## src/hw/rtl/rcp_pkg.sv

```systemverilog
// ----------------------------------------------------------------------------
// rcp_pkg: types and constants for the request command parser
// Item structs, phase/kind/error codes and the framing characters.
// ----------------------------------------------------------------------------
package rcp_pkg;

  typedef struct packed {
    logic [7:0] data_byte;
    logic       buffer_end;
  } in_t;

  typedef enum logic [1:0] {
    KIND_ARG_START = 2'd0,
    KIND_PAYLOAD   = 2'd1,
    KIND_COMPLETE  = 2'd2,
    KIND_ERROR     = 2'd3
  } kind_e;

  typedef enum logic [2:0] {
    ERR_NO_ARRAY      = 3'd0,
    ERR_COUNT_NO_CRLF = 3'd1,
    ERR_BAD_COUNT     = 3'd2,
    ERR_EXPECT_BULK   = 3'd3,
    ERR_LEN_NO_CRLF   = 3'd4,
    ERR_BAD_LEN       = 3'd5,
    ERR_TRUNCATED     = 3'd6
  } err_e;

  typedef struct packed {
    kind_e       kind;
    logic [7:0]  payload;
    logic [30:0] arg_number;
    logic [30:0] arg_length;
    logic [30:0] arg_total;
    logic [31:0] consumed;
    err_e        error_code;
    logic        run_last;
  } out_t;

  typedef enum logic [2:0] {
    PH_STAR    = 3'd0,
    PH_COUNT   = 3'd1,
    PH_DOLLAR  = 3'd2,
    PH_LEN     = 3'd3,
    PH_PAYLOAD = 3'd4,
    PH_TRAILER = 3'd5,
    PH_DONE    = 3'd6
  } phase_e;

  // number field flags
  typedef struct packed {
    logic neg;
    logic dig;
    logic fin;
    logic ovf;
  } nflags_t;

  localparam logic [7:0] CHAR_STAR   = 8'h2A;
  localparam logic [7:0] CHAR_DOLLAR = 8'h24;
  localparam logic [7:0] CHAR_CR     = 8'h0D;
  localparam logic [7:0] CHAR_LF     = 8'h0A;
  localparam logic [7:0] CHAR_MINUS  = 8'h2D;
  localparam logic [7:0] CHAR_ZERO   = 8'h30;
  localparam logic [7:0] CHAR_NINE   = 8'h39;

  localparam int unsigned FIFO_DEPTH = 4;

endpackage

```

## src/hw/rtl/resp_command_parser.sv

```systemverilog
// Results of a byte are registered into the result queue when the byte is accepted.
// Throughput: one byte per cycle unless the input stalls, which it does while the
// four-entry result queue holds more than two words; the single-word output port
// drains one word at a time, so bytes with two results or a stalled output fill it.
// Reset: asynchronous, active low; parser state returns to awaiting the array
// marker and the result queue empties. State also returns there on every buffer end.
// ----------------------------------------------------------------------------
// resp_command_parser: streaming parser for array-of-bulk-string requests
// Decodes one byte per cycle while the input is not stalled, and queues argument,
// payload, completion and error words.
// ----------------------------------------------------------------------------
module resp_command_parser #(
  parameter int unsigned NUMBER_BITS   = 31,
  parameter int unsigned POSITION_BITS = 32
) (
  input  logic          clk_i,
  input  logic          rst_ni,
  input  logic          in_valid_i,
  output logic          in_stall_o,
  input  rcp_pkg::in_t  in_data_i,
  output logic          out_valid_o,
  input  logic          out_stall_i,
  output rcp_pkg::out_t out_data_o
);

  localparam int unsigned NB = NUMBER_BITS;
  localparam int unsigned PB = POSITION_BITS;
  localparam int unsigned EW = ((PB > 32) ? PB : 32) + 1;
  localparam logic [NB-1:0] NMAX = {NB{1'b1}};
  localparam logic [PB-1:0] PMAX = {PB{1'b1}};
  localparam int unsigned AW = $clog2(rcp_pkg::FIFO_DEPTH);

  // parser state
  rcp_pkg::phase_e  phase_q, phase_d;
  logic             saw_cr_q, saw_cr_d;
  rcp_pkg::nflags_t nf_q, nf_d;
  logic [NB-1:0]    nval_q, nval_d;
  logic [NB-1:0]    args_q, args_d;
  logic [NB-1:0]    argc_q, argc_d;
  logic [NB-1:0]    bytes_q, bytes_d;
  logic [1:0]       trail_q, trail_d;
  logic [PB-1:0]    pos_q, pos_d;

  // result queue
  rcp_pkg::out_t    fifo_q [rcp_pkg::FIFO_DEPTH];
  logic [AW-1:0]    wr_ptr_q, rd_ptr_q;
  logic [AW:0]      cnt_q;

  logic             in_acc, out_acc;
  logic [7:0]       b;
  logic             last;
  logic             is_digit;
  logic [NB+3:0]    prod;
  logic             bad;
  logic             fin_arg;
  logic [NB-1:0]    argc_inc, args_dec, bytes_dec;
  logic [1:0]       trail_dec;
  logic [EW-1:0]    pos_ext, pos_ext2;
  logic [31:0]      cons0, cons2;
  rcp_pkg::out_t    res_c [2];
  logic [1:0]       n_c;

  assign in_acc  = in_valid_i && !in_stall_o;
  assign out_acc = out_valid_o && !out_stall_i;
  assign b       = in_data_i.data_byte;
  assign last    = in_data_i.buffer_end;

  assign in_stall_o  = cnt_q > (AW + 1)'(rcp_pkg::FIFO_DEPTH - 2);
  assign out_valid_o = cnt_q != '0;
  assign out_data_o  = fifo_q[rd_ptr_q];

  // decimal accumulate: value * 10 + digit, checked against the field limit
  assign is_digit = (b >= rcp_pkg::CHAR_ZERO) && (b <= rcp_pkg::CHAR_NINE);
  assign prod     = ({4'b0, nval_q} << 3) + ({4'b0, nval_q} << 1)
                  + (NB + 4)'(b[3:0]);

  assign argc_inc  = argc_q + NB'(1);
  assign args_dec  = args_q - NB'(1);
  assign bytes_dec = bytes_q - NB'(1);
  assign trail_dec = (trail_q != 2'd0) ? trail_q - 2'd1 : trail_q;

  assign pos_d    = (pos_q == PMAX) ? pos_q : pos_q + PB'(1);
  assign pos_ext  = EW'(pos_d);
  assign pos_ext2 = pos_ext + EW'(2);
  assign cons0    = (|pos_ext[EW-1:32])  ? '1 : pos_ext[31:0];
  assign cons2    = (|pos_ext2[EW-1:32]) ? '1 : pos_ext2[31:0];

  assign bad = !nf_q.dig || nf_q.ovf || (nf_q.neg && (nval_q != '0));

  always_comb begin
    phase_d  = phase_q;
    saw_cr_d = saw_cr_q;
    nf_d     = nf_q;
    nval_d   = nval_q;
    args_d   = args_q;
    argc_d   = argc_q;
    bytes_d  = bytes_q;
    trail_d  = trail_q;
    fin_arg  = 1'b0;
    res_c[0] = '0;
    res_c[1] = '0;
    n_c      = 2'd0;

    case (phase_q)
      rcp_pkg::PH_STAR: begin
        if (b == rcp_pkg::CHAR_STAR) begin
          phase_d  = rcp_pkg::PH_COUNT;
          nf_d     = '0;
          nval_d   = '0;
          saw_cr_d = 1'b0;
        end else begin
          res_c[n_c[0]].kind       = rcp_pkg::KIND_ERROR;
          res_c[n_c[0]].error_code = rcp_pkg::ERR_NO_ARRAY;
          n_c     = n_c + 2'd1;
          phase_d = rcp_pkg::PH_DONE;
        end
      end
      rcp_pkg::PH_COUNT, rcp_pkg::PH_LEN: begin
        if ((b == rcp_pkg::CHAR_LF) && saw_cr_q) begin
          if (bad) begin
            res_c[n_c[0]].kind       = rcp_pkg::KIND_ERROR;
            res_c[n_c[0]].error_code = (phase_q == rcp_pkg::PH_COUNT) ?
                                       rcp_pkg::ERR_BAD_COUNT : rcp_pkg::ERR_BAD_LEN;
            n_c     = n_c + 2'd1;
            phase_d = rcp_pkg::PH_DONE;
          end else if (phase_q == rcp_pkg::PH_COUNT) begin
            args_d = nval_q;
            argc_d = '0;
            if (nval_q == '0) begin
              res_c[n_c[0]].kind      = rcp_pkg::KIND_COMPLETE;
              res_c[n_c[0]].arg_total = '0;
              res_c[n_c[0]].consumed  = cons0;
              n_c     = n_c + 2'd1;
              phase_d = rcp_pkg::PH_DONE;
            end else begin
              phase_d = rcp_pkg::PH_DOLLAR;
            end
          end else begin
            bytes_d = nval_q;
            res_c[n_c[0]].kind       = rcp_pkg::KIND_ARG_START;
            res_c[n_c[0]].arg_number = 31'(argc_q);
            res_c[n_c[0]].arg_length = 31'(nval_q);
            n_c = n_c + 2'd1;
            if (nval_q == '0) fin_arg = 1'b1;
            else phase_d = rcp_pkg::PH_PAYLOAD;
          end
        end else begin
          if (!nf_q.fin) begin
            if (is_digit) begin
              nf_d.dig = 1'b1;
              if (!nf_q.ovf) begin
                if (|prod[NB+3:NB]) begin
                  nf_d.ovf = 1'b1;
                  nval_d   = NMAX;
                end else begin
                  nval_d = prod[NB-1:0];
                end
              end
            end else if ((b == rcp_pkg::CHAR_MINUS) && (nf_q == '0)) begin
              nf_d.neg = 1'b1;
            end else begin
              nf_d.fin = 1'b1;
            end
          end
          saw_cr_d = (b == rcp_pkg::CHAR_CR);
        end
      end
      rcp_pkg::PH_DOLLAR: begin
        if (b == rcp_pkg::CHAR_DOLLAR) begin
          phase_d  = rcp_pkg::PH_LEN;
          nf_d     = '0;
          nval_d   = '0;
          saw_cr_d = 1'b0;
        end else begin
          res_c[n_c[0]].kind       = rcp_pkg::KIND_ERROR;
          res_c[n_c[0]].error_code = rcp_pkg::ERR_EXPECT_BULK;
          n_c     = n_c + 2'd1;
          phase_d = rcp_pkg::PH_DONE;
        end
      end
      rcp_pkg::PH_PAYLOAD: begin
        res_c[n_c[0]].kind       = rcp_pkg::KIND_PAYLOAD;
        res_c[n_c[0]].payload    = b;
        res_c[n_c[0]].arg_number = 31'(argc_q);
        n_c     = n_c + 2'd1;
        bytes_d = bytes_dec;
        if (bytes_dec == '0) fin_arg = 1'b1;
      end
      rcp_pkg::PH_TRAILER: begin
        trail_d = trail_dec;
        if (trail_dec == 2'd0) phase_d = rcp_pkg::PH_DOLLAR;
      end
      default: begin
      end
    endcase

    // argument finished: either the command is complete or skip the two trailer bytes
    if (fin_arg) begin
      argc_d = argc_inc;
      args_d = args_dec;
      if (args_dec == '0) begin
        res_c[n_c[0]].kind      = rcp_pkg::KIND_COMPLETE;
        res_c[n_c[0]].arg_total = 31'(argc_inc);
        res_c[n_c[0]].consumed  = cons2;
        n_c     = n_c + 2'd1;
        phase_d = rcp_pkg::PH_DONE;
      end else begin
        phase_d = rcp_pkg::PH_TRAILER;
        trail_d = 2'd2;
      end
    end

    if (last) begin
      case (phase_d)
        rcp_pkg::PH_COUNT: begin
          res_c[n_c[0]].kind       = rcp_pkg::KIND_ERROR;
          res_c[n_c[0]].error_code = rcp_pkg::ERR_COUNT_NO_CRLF;
          n_c = n_c + 2'd1;
        end
        rcp_pkg::PH_LEN: begin
          res_c[n_c[0]].kind       = rcp_pkg::KIND_ERROR;
          res_c[n_c[0]].error_code = rcp_pkg::ERR_LEN_NO_CRLF;
          n_c = n_c + 2'd1;
        end
        rcp_pkg::PH_PAYLOAD: begin
          res_c[n_c[0]].kind       = rcp_pkg::KIND_ERROR;
          res_c[n_c[0]].error_code = rcp_pkg::ERR_TRUNCATED;
          n_c = n_c + 2'd1;
        end
        rcp_pkg::PH_DOLLAR, rcp_pkg::PH_TRAILER: begin
          res_c[n_c[0]].kind       = rcp_pkg::KIND_ERROR;
          res_c[n_c[0]].error_code = rcp_pkg::ERR_EXPECT_BULK;
          n_c = n_c + 2'd1;
        end
        default: begin
        end
      endcase
      // buffer boundary: back to the start of a new request
      phase_d  = rcp_pkg::PH_STAR;
      saw_cr_d = 1'b0;
      nf_d     = '0;
      nval_d   = '0;
      args_d   = '0;
      argc_d   = '0;
      bytes_d  = '0;
      trail_d  = 2'd0;
    end

    if (n_c == 2'd2) res_c[1].run_last = 1'b1;
    else if (n_c == 2'd1) res_c[0].run_last = 1'b1;
  end

  always_ff @(posedge clk_i or negedge rst_ni) begin
    if (!rst_ni) begin
      phase_q  <= rcp_pkg::PH_STAR;
      saw_cr_q <= 1'b0;
      nf_q     <= '0;
      nval_q   <= '0;
      args_q   <= '0;
      argc_q   <= '0;
      bytes_q  <= '0;
      trail_q  <= 2'd0;
      pos_q    <= '0;
    end else if (in_acc) begin
      phase_q  <= phase_d;
      saw_cr_q <= saw_cr_d;
      nf_q     <= nf_d;
      nval_q   <= nval_d;
      args_q   <= args_d;
      argc_q   <= argc_d;
      bytes_q  <= bytes_d;
      trail_q  <= trail_d;
      pos_q    <= last ? '0 : pos_d;
    end
  end

  always_ff @(posedge clk_i or negedge rst_ni) begin
    if (!rst_ni) begin
      wr_ptr_q <= '0;
      rd_ptr_q <= '0;
      cnt_q    <= '0;
    end else begin
      if (in_acc) wr_ptr_q <= wr_ptr_q + AW'(n_c);
      if (out_acc) rd_ptr_q <= rd_ptr_q + AW'(1);
      cnt_q <= cnt_q + (in_acc ? (AW + 1)'(n_c) : '0) - (AW + 1)'(out_acc);
    end
  end

  always_ff @(posedge clk_i) begin
    if (in_acc && (n_c != 2'd0)) fifo_q[wr_ptr_q] <= res_c[0];
    if (in_acc && (n_c == 2'd2)) fifo_q[wr_ptr_q + AW'(1)] <= res_c[1];
  end

`ifndef NO_ASSERTIONS
  // queue never holds more words than it has entries
  assert property (@(posedge clk_i) disable iff (!rst_ni)
    cnt_q <= (AW + 1)'(rcp_pkg::FIFO_DEPTH))
    else $error("result queue overflow");

  // occupancy only moves on a handshake
  assert property (@(posedge clk_i) disable iff (!rst_ni)
    (!in_acc && !out_acc) |=> $stable(cnt_q))
    else $error("queue count moved without a handshake");

  // every buffer end returns the parser to the array marker
  assert property (@(posedge clk_i) disable iff (!rst_ni)
    (in_acc && last) |=> (phase_q == rcp_pkg::PH_STAR))
    else $error("parser not restarted after buffer end");

  // payload words only come out of the payload phase
  assert property (@(posedge clk_i) disable iff (!rst_ni)
    (in_acc && (n_c != 2'd0) && (res_c[0].kind == rcp_pkg::KIND_PAYLOAD))
      |-> (phase_q == rcp_pkg::PH_PAYLOAD))
    else $error("payload word outside payload phase");
`endif

endmodule

```

## config.mk

```make
export PLATFORM = sky130hd
export DESIGN_NAME = resp_command_parser
export DESIGN_NICKNAME = d
export VERILOG_FILES = /design/src/hw/rtl/rcp_pkg.sv /design/src/hw/rtl/resp_command_parser.sv
export SDC_FILE = /design/constraint.sdc
export NUM_CORES = 1
export LEC_CHECK = 0
export ABC_AREA = 1
export ABC_CLOCK_PERIOD_IN_PS = 7000
export BUFFER_PORTS_ARGS = -buffer_cell sky130_fd_sc_hd__buf_2
export CAP_MARGIN = 30
export CORE_UTILIZATION = 45
export DETAILED_ROUTE_END_ITERATION = 7
export HOLD_SLACK_MARGIN = 0.02
export PLACE_DENSITY = 0.7
export RECOVER_POWER = 100
export SLEW_MARGIN = 30
export SYNTH_ARGS = -nofsm -noshare
export SYNTH_HDL_FRONTEND = slang
export SYNTH_SLANG_ARGS = --single-unit
```

## constraint.sdc

```tcl
create_clock -name clk_i -period 7 [get_ports clk_i]
set_input_delay 0.7 -clock clk_i [delete_from_list [all_inputs] [get_ports clk_i]]
set_output_delay 0.7 -clock clk_i [all_outputs]
set_load 0.02 [all_outputs]
```

==> impl_metrics.json, run 1 <==
{
  "status": "complete, but fails checks",
  "violations": "max-capacitance violations, max-slew violations",
  "cts-root-buf": "clkbuf_16",
  "synth_cells": 4934,
  "holdBufCountCts": 0,
  "grt_overflow": 0,
  "p_per_area_nw_per_um2": 419.5,
  "synth.area.top_cells": "edfxtp_1, dfrtp_1, nand2_1, nor2_1, o21ai_0",
  "synth_cell_types": 51,
  "antenna_found_initial": 6,
  "syn_area_um2": 40800,
  "synthToLayoutAreaGrowth_pct": 9.664,
  "tightest_slew_ns": 4.390,
  "final_hold_viol_count": 0,
  "synth-edff-count": 556,
  "start_util_pct": 45.39,
  "drt-initial-drc-count": 3792,
  "firstDrtPassIters": 6,
  "cts_resized": 0,
  "cap_violations": 7,
  "multiInputGateArea_um2": 16320,
  "async_flop_share_pct": 23.73,
  "fillers": 8459,
  "regArea_um2": 21030,
  "core_area_um2": 89870,
  "endpoint_kind": "flip-flop",
  "rows": 110,
  "slew_headroom_pct": -192.6,
  "drive_gt1_share_pct": 5.152,
  "grt_pass1_wl_um": 186600,
  "fin_crit_sh_pct": 89.29,
  "rsz0062_at_grt": "false",
  "cts_buffer_depth": 3,
  "post_synth.cell_area_avg_um2": 8.268,
  "cp_max_fo": 56,
  "skew_ns": 0.02431,
  "fmax_mhz": 160.0,
  "slew_violations": 474,
  "fin_crit_ns": 6.250,
  "synth-seq-area-share_pct": 51.54,
  "setup_viol_count_final": 0,
  "critPathKind": "flip-flop to flip-flop",
  "ir_worst_vdd_uv": 350.8,
  "min_path_cells": 3,
  "cts.sinks": 729,
  "fin_area_um2": 44740,
  "drc_errors": 0,
  "synth_top_area_share_pct": 40.93,
  "vias": 34810,
  "setup_tns_ns": 0,
  "grt_pass1_vias": 32650,
  "dieHeight_um": 303.1,
  "dp_slack_ns": 1.094,
  "gp_congestion": 0.9648,
  "synthFlopType": "edfxtp_1",
  "worstRegToRegCells": 16,
  "wl_per_cell_um": 19.52,
  "ys_ff_latch": 729,
  "clk-insertion-delay-late_ns": 0.65,
  "post-cts-setup-buffers": 0,
  "dp_hpwl_um": 76410,
  "yosysWarnings": 0,
  "die_area_um2": 91860,
  "cts_made_buffers": 80,
  "leakage_uw": 0.01967,
  "wl_um": 121100,
  "postRouteAntennaNets": 0,
  "required_ns": 7.48,
  "clk_pin_slew_ns": 0.06,
  "grt_max_degree": 230,
  "nets": 5051,
  "arrival_ns": 6.73,
  "synthesis.nets": 5024,
  "tritoncts": "done",
  "hold_class": "input port to flip-flop",
  "start_kind": "flip-flop",
  "die_w_um": 303.1,
  "cts_max_level": 3,
  "io_pins": 154,
  "grt.total_usage_pct": 26.09,
  "final.setup.worst_slack_ns": 0.7496,
  "placed_area_um2": 42350,
  "vias_per_cell": 5.611,
  "synth_top_area_cell": "edfxtp_1",
  "io_buffer_count": 153
}
-- worst max-delay path, stage by stage, from the launching register on --
cell and delay [ns]:
dfrtp_1 0.69, nor2_1 0.10, nand2_1 0.08, nor2_1 0.07, nand2_1 0.12, o21ai_0 0.12
nand3_1 0.18, inv_1 0.08, nand3_1 0.07, clkbuf_1 1.38, nand2_1 0.10, inv_1 0.10
clkbuf_1 1.40, a21oi_1 0.48, inv_1 0.15, clkbuf_2 0.73, o21ai_0 0.18
-- sequential cells by signal (all words and copies together) (netlist names) --
name and count:
wr_ptr_q 2, fifo_q 556, trail_q 2, saw_cr_q 1, args_q 31, pos_q 32
nval_q 31, argc_q 31, bytes_q 31, nf_q 4, cnt_q 3, phase_q 3
rd_ptr_q 2
-- cell usage in the layout, fill, tap and decap left out, types with 74 or more instances in the layout --
master,count
inv_1,575
dfrtp_1,172
clkbuf_1,161
nand2_1,1121
xor2_1,99
clkbuf_16,81
nor2_1,794
ha_1,74
o21ai_0,473
nand3_1,122
o22ai_1,196
nand4_1,182
edfxtp_1,556
a21oi_1,84
-- synthesized netlist by cell type, drive strengths merged (4+ instances only) --
cell type and count:
clkbuf 167, nor3 55, nand3 126, o21bai 4
nand4 186, edfxtp 556, nand3b 4, a21oi 84
xnor2 17, dfrtp 173, xor2 99, o211ai 13
o2111ai 20, o21ai 480, nand2 1130, o22ai 196
buf 90, ha 74, inv 584, nor2 817
or2 26, nor4 8
-- cell type report --
class	instances	share of cell area (%)
sequential	729	47.00
timing repair buffer	202	2.198
tap	1176	3.289
inverter	587	4.959
clock buffer	104	4.813
multi-input combinational	3361	36.48
clock inverter	44	1.253
antenna	1	0.005593
-- worst paths after layout --
kind                               from     endpoint  slack (ns)
max                          nval_q[10]  bytes_q[18]        0.75
min                        in_data_i[1]    nval_q[0]        0.37
max reg2reg                  nval_q[10]  bytes_q[18]        0.75
min reg2reg                    saw_cr_q     saw_cr_q        0.51
max in group asynchronous        rst_ni   argc_q[14]        2.18
min in group asynchronous        rst_ni     cnt_q[2]        1.59
-- metal layers --
layer	track usage [%]	part of all wire, %	wire (um)
met5	0	0.0066	8
met3	3.677	8.4	10180
met4	7.215	2.0	2480
met2	42.50	47	56800
met1	36.36	43	51640
-- report_power, final --
part	total, uW	internal [uW]	switching [uW]
registers	5940	5480	464
logic	8420	2030	6380
clock network	4410	2600	1810
total	18800	10100	8660
-- through the flow --
stage / cells / utilization [%] / hold WS, ns / total power [uW]
detailed placement: 6053 / 47.12 / 0.5011 / 14500
CTS: 6201 / 50.14 / 0.09797 / 18900
floorplan: 4934 / - / 0.4044 / 11780
global route: 6204 / 49.78 / 0.3806 / 19840
global placement: 6052 / 47.09 / 0.4825 / 14430
finish: 6204 / 49.78 / 0.3732 / 18770
-- cell families (layout without fill, tap and decap cells) --
kind of cell	count (synthesis)	count (layout)	share of synthesized area, %
simple gates	2357	2357	24.18
buf+inv	844	937	8.413
compound gates	811	811	10.96
flops	729	729	51.54
xor+xnor	116	116	2.490
fa+ha+maj	77	77	2.417
other cells	0	1	0
Power figures use the tool's default switching activity.
==> inputs of run 2 (changes only) <==
ABC_CLOCK_PERIOD_IN_PS = 7050   (was 7000)
CORE_ASPECT_RATIO = 1.25   (was not set)
PLACE_DENSITY = 0.68   (was 0.7)
SKIP_CTS_REPAIR_TIMING = 1   (was not set)
clock period = 7.05 ns   (was 7 ns; I/O delays follow)
==> run 2 against run 1 <==
  * The flow still finishes with violations (max-capacitance violations, max-slew violations)
  * Combinational power about the same
  * Clock skew up 0.011 ns
  * Setup slack better by 0.12 ns
  * Global-route usage up 0.41 points
  * Cell area down 0.15%
  * Power down 1.4%
  * Die area about the same
==> impl_metrics.json, run 2 (synthesis gave the netlist of run 1 again) <==
{
  "status": "complete, but fails checks",
  "violations": "max-capacitance violations, max-slew violations",
  "cp_max_fo": 81,
  "grt_pass1_wl_um": 191100,
  "synthToLayoutAreaGrowth_pct": 9.505,
  "ir_worst_vdd_uv": 310.6,
  "grt.total_usage_pct": 26.49,
  "setup_viol_count_final": 0,
  "grt_pass1_vias": 33770,
  "cts.sinks": 729,
  "fin_crit_ns": 6.182,
  "tightest_slew_ns": 4.616,
  "cts_made_buffers": 77,
  "r2r_start": "args_q[1]",
  "required_ns": 7.28,
  "crit_cells": 20,
  "drive_gt1_share_pct": 5.056,
  "wl_um": 123600,
  "clk_pin_slew_ns": 0.06,
  "arrival_ns": 6.41,
  "final.setup.worst_slack_ns": 0.8678,
  "leakage_uw": 0.01963,
  "critPathKind": "flip-flop to flip-flop",
  "gp_congestion": 0.9693,
  "cp_num_buf_inv": 5,
  "grt_max_degree": 183,
  "hold_class": "input port to flip-flop",
  "slowest_delay_ns": 1.11,
  "crit_chain": "inv_1 > ha_1 > nand3_1 > nor3_1 > xor2_1 > nand4_1 > nor3_1 > nand2_1 > nor3_1 > ha_1 > inv_1 > nand2_1 > nand2_2 > inv_1 > nand2_1 > nand2_4 > inv_4 > nand4_1 > nand2_4 > clkbuf_4",
  "max_flop_register": "fifo_q",
  "drc_errors": 0,
  "p_per_area_nw_per_um2": 414.3,
  "core_area_um2": 89880,
  "dp_slack_ns": 1.362,
  "postRouteAntennaNets": 0,
  "wl_per_cell_um": 19.90,
  "rows": 123,
  "reg_top3": "fifo_q x556, pos_q x32",
  "fin_crit_sh_pct": 87.69,
  "layout_common_cells": "nand2_1, nor2_1, inv_1, edfxtp_1, o21ai_0",
  "io_buffer_count": 153,
  "nets": 5050,
  "antenna_found_initial": 4,
  "start_kind": "flip-flop",
  "largest_reg_flops": 556,
  "wl_met3_um": 9095,
  "final_common_cell": "nand2_1",
  "top_layer_used": "met5",
  "slew_violations": 308,
  "final_hold_viol_count": 0,
  "drt-met1-wl_um": 50350,
  "firstDrtPassIters": 8,
  "rsz0062_at_grt": "false",
  "cts-root-buf": "clkbuf_16",
  "cap_violations": 7,
  "die_w_um": 271.3,
  "dp_hpwl_um": 78680,
  "cts_max_level": 3,
  "wl_met2_um": 59310,
  "dieHeight_um": 338.6,
  "finish.utilization_pct": 49.70,
  "slew_headroom_pct": -207.8,
  "critPathTopFamily": "simple AND/OR/NAND/NOR gates",
  "vias_per_cell": 5.584,
  "crit_slowest_cell": "clkbuf_4",
  "setup_tns_ns": 0,
  "io_pins": 154,
  "cts_buffer_depth": 3,
  "start_util_pct": 45.39,
  "die_area_um2": 91870,
  "grt_overflow": 0,
  "worstSetupStartpoint": "args_q[1]",
  "fmax_mhz": 161.8,
  "skew_ns": 0.03560,
  "clk-insertion-delay-late_ns": 0.65,
  "tritoncts": "done",
  "min_path_cells": 3,
  "endpoint_kind": "flip-flop",
  "min-delay-start": "in_data_i[1]",
  "drt-initial-drc-count": 3456,
  "worstRegToRegCells": 20,
  "vias": 34690
}
run 2: changes by cell type in the layout (fill, tap and decap cells not counted), sizes merged:
cell,delta
buf,+5
bufinv,-1
clkbuf,-8
clkinv,+3
clkinvlp,-1
diode,+1
inv,-1
run 2: per-stage QoR:
step / cells / power (uW) / hold slack [ns] / cell area, um2
after CTS: 6209 / 18690 / 0.1178 / 45030
after global routing: 6213 / 19590 / 0.4681 / 44670
after floorplan: 4934 / 11690 / 0.4094 / 40800
final: 6213 / 18510 / 0.4415 / 44670
after global placement: 6063 / 14300 / 0.4780 / 42330
after detailed placement: 6066 / 14420 / 0.4912 / 42410
run 2: cell type report:
| class | count | area [um2] |
|---|---|---|
| fillers | 8497 | 45200 |
| flip-flops and latches | 729 | 21030 |
| multi-input cells | 3361 | 16290 |
| inverters | 587 | 2218 |
| clock buffers | 99 | 2102 |
| well taps | 1187 | 1485 |
| repair buffers | 204 | 1030 |
| clock inverters | 44 | 516.7 |
| diodes | 2 | 5.005 |
run 2: power by group:
| part | switching (uW) | internal, uW |
|---|---|---|
| sequential | 418 | 5440 |
| clock | 1770 | 2490 |
| combinational | 6360 | 2030 |
| total | 8540 | 9970 |
run 2: worst register-to-register path, cell delays in order, from the launching register on:
cell and delay [ns]:
dfrtp_1 0.36, inv_1 0.14, ha_1 0.21, nand3_1 0.26, nor3_1 0.55, xor2_1 0.27
nand4_1 0.17, nor3_1 0.23, nand2_1 0.08, nor3_1 0.44, ha_1 0.32, inv_1 0.05
nand2_1 0.06, nand2_2 0.12, inv_1 0.07, nand2_1 0.11, nand2_4 0.08, inv_4 0.55
nand4_1 0.34, nand2_4 0.15, clkbuf_4 1.11
run 2: path summary, 6_finish.rpt:
check,endpoint,slack [ns]
max in group asynchronous,rd_ptr_q[0],1.66
worst min-delay path,nval_q[0],0.44
worst max-delay path,fifo_q[1][98],0.87
worst min register to register,saw_cr_q,0.51
min in group asynchronous,pos_q[8],1.71
worst max register to register,fifo_q[1][98],0.87
run 2: metal layers:
metal  vias up  global-route usage (%)
li1      16490                       -
met1     16560                   34.27
met2      1397                   44.29
met3       246                   3.563
met4         2                   11.49
met5         -                       0
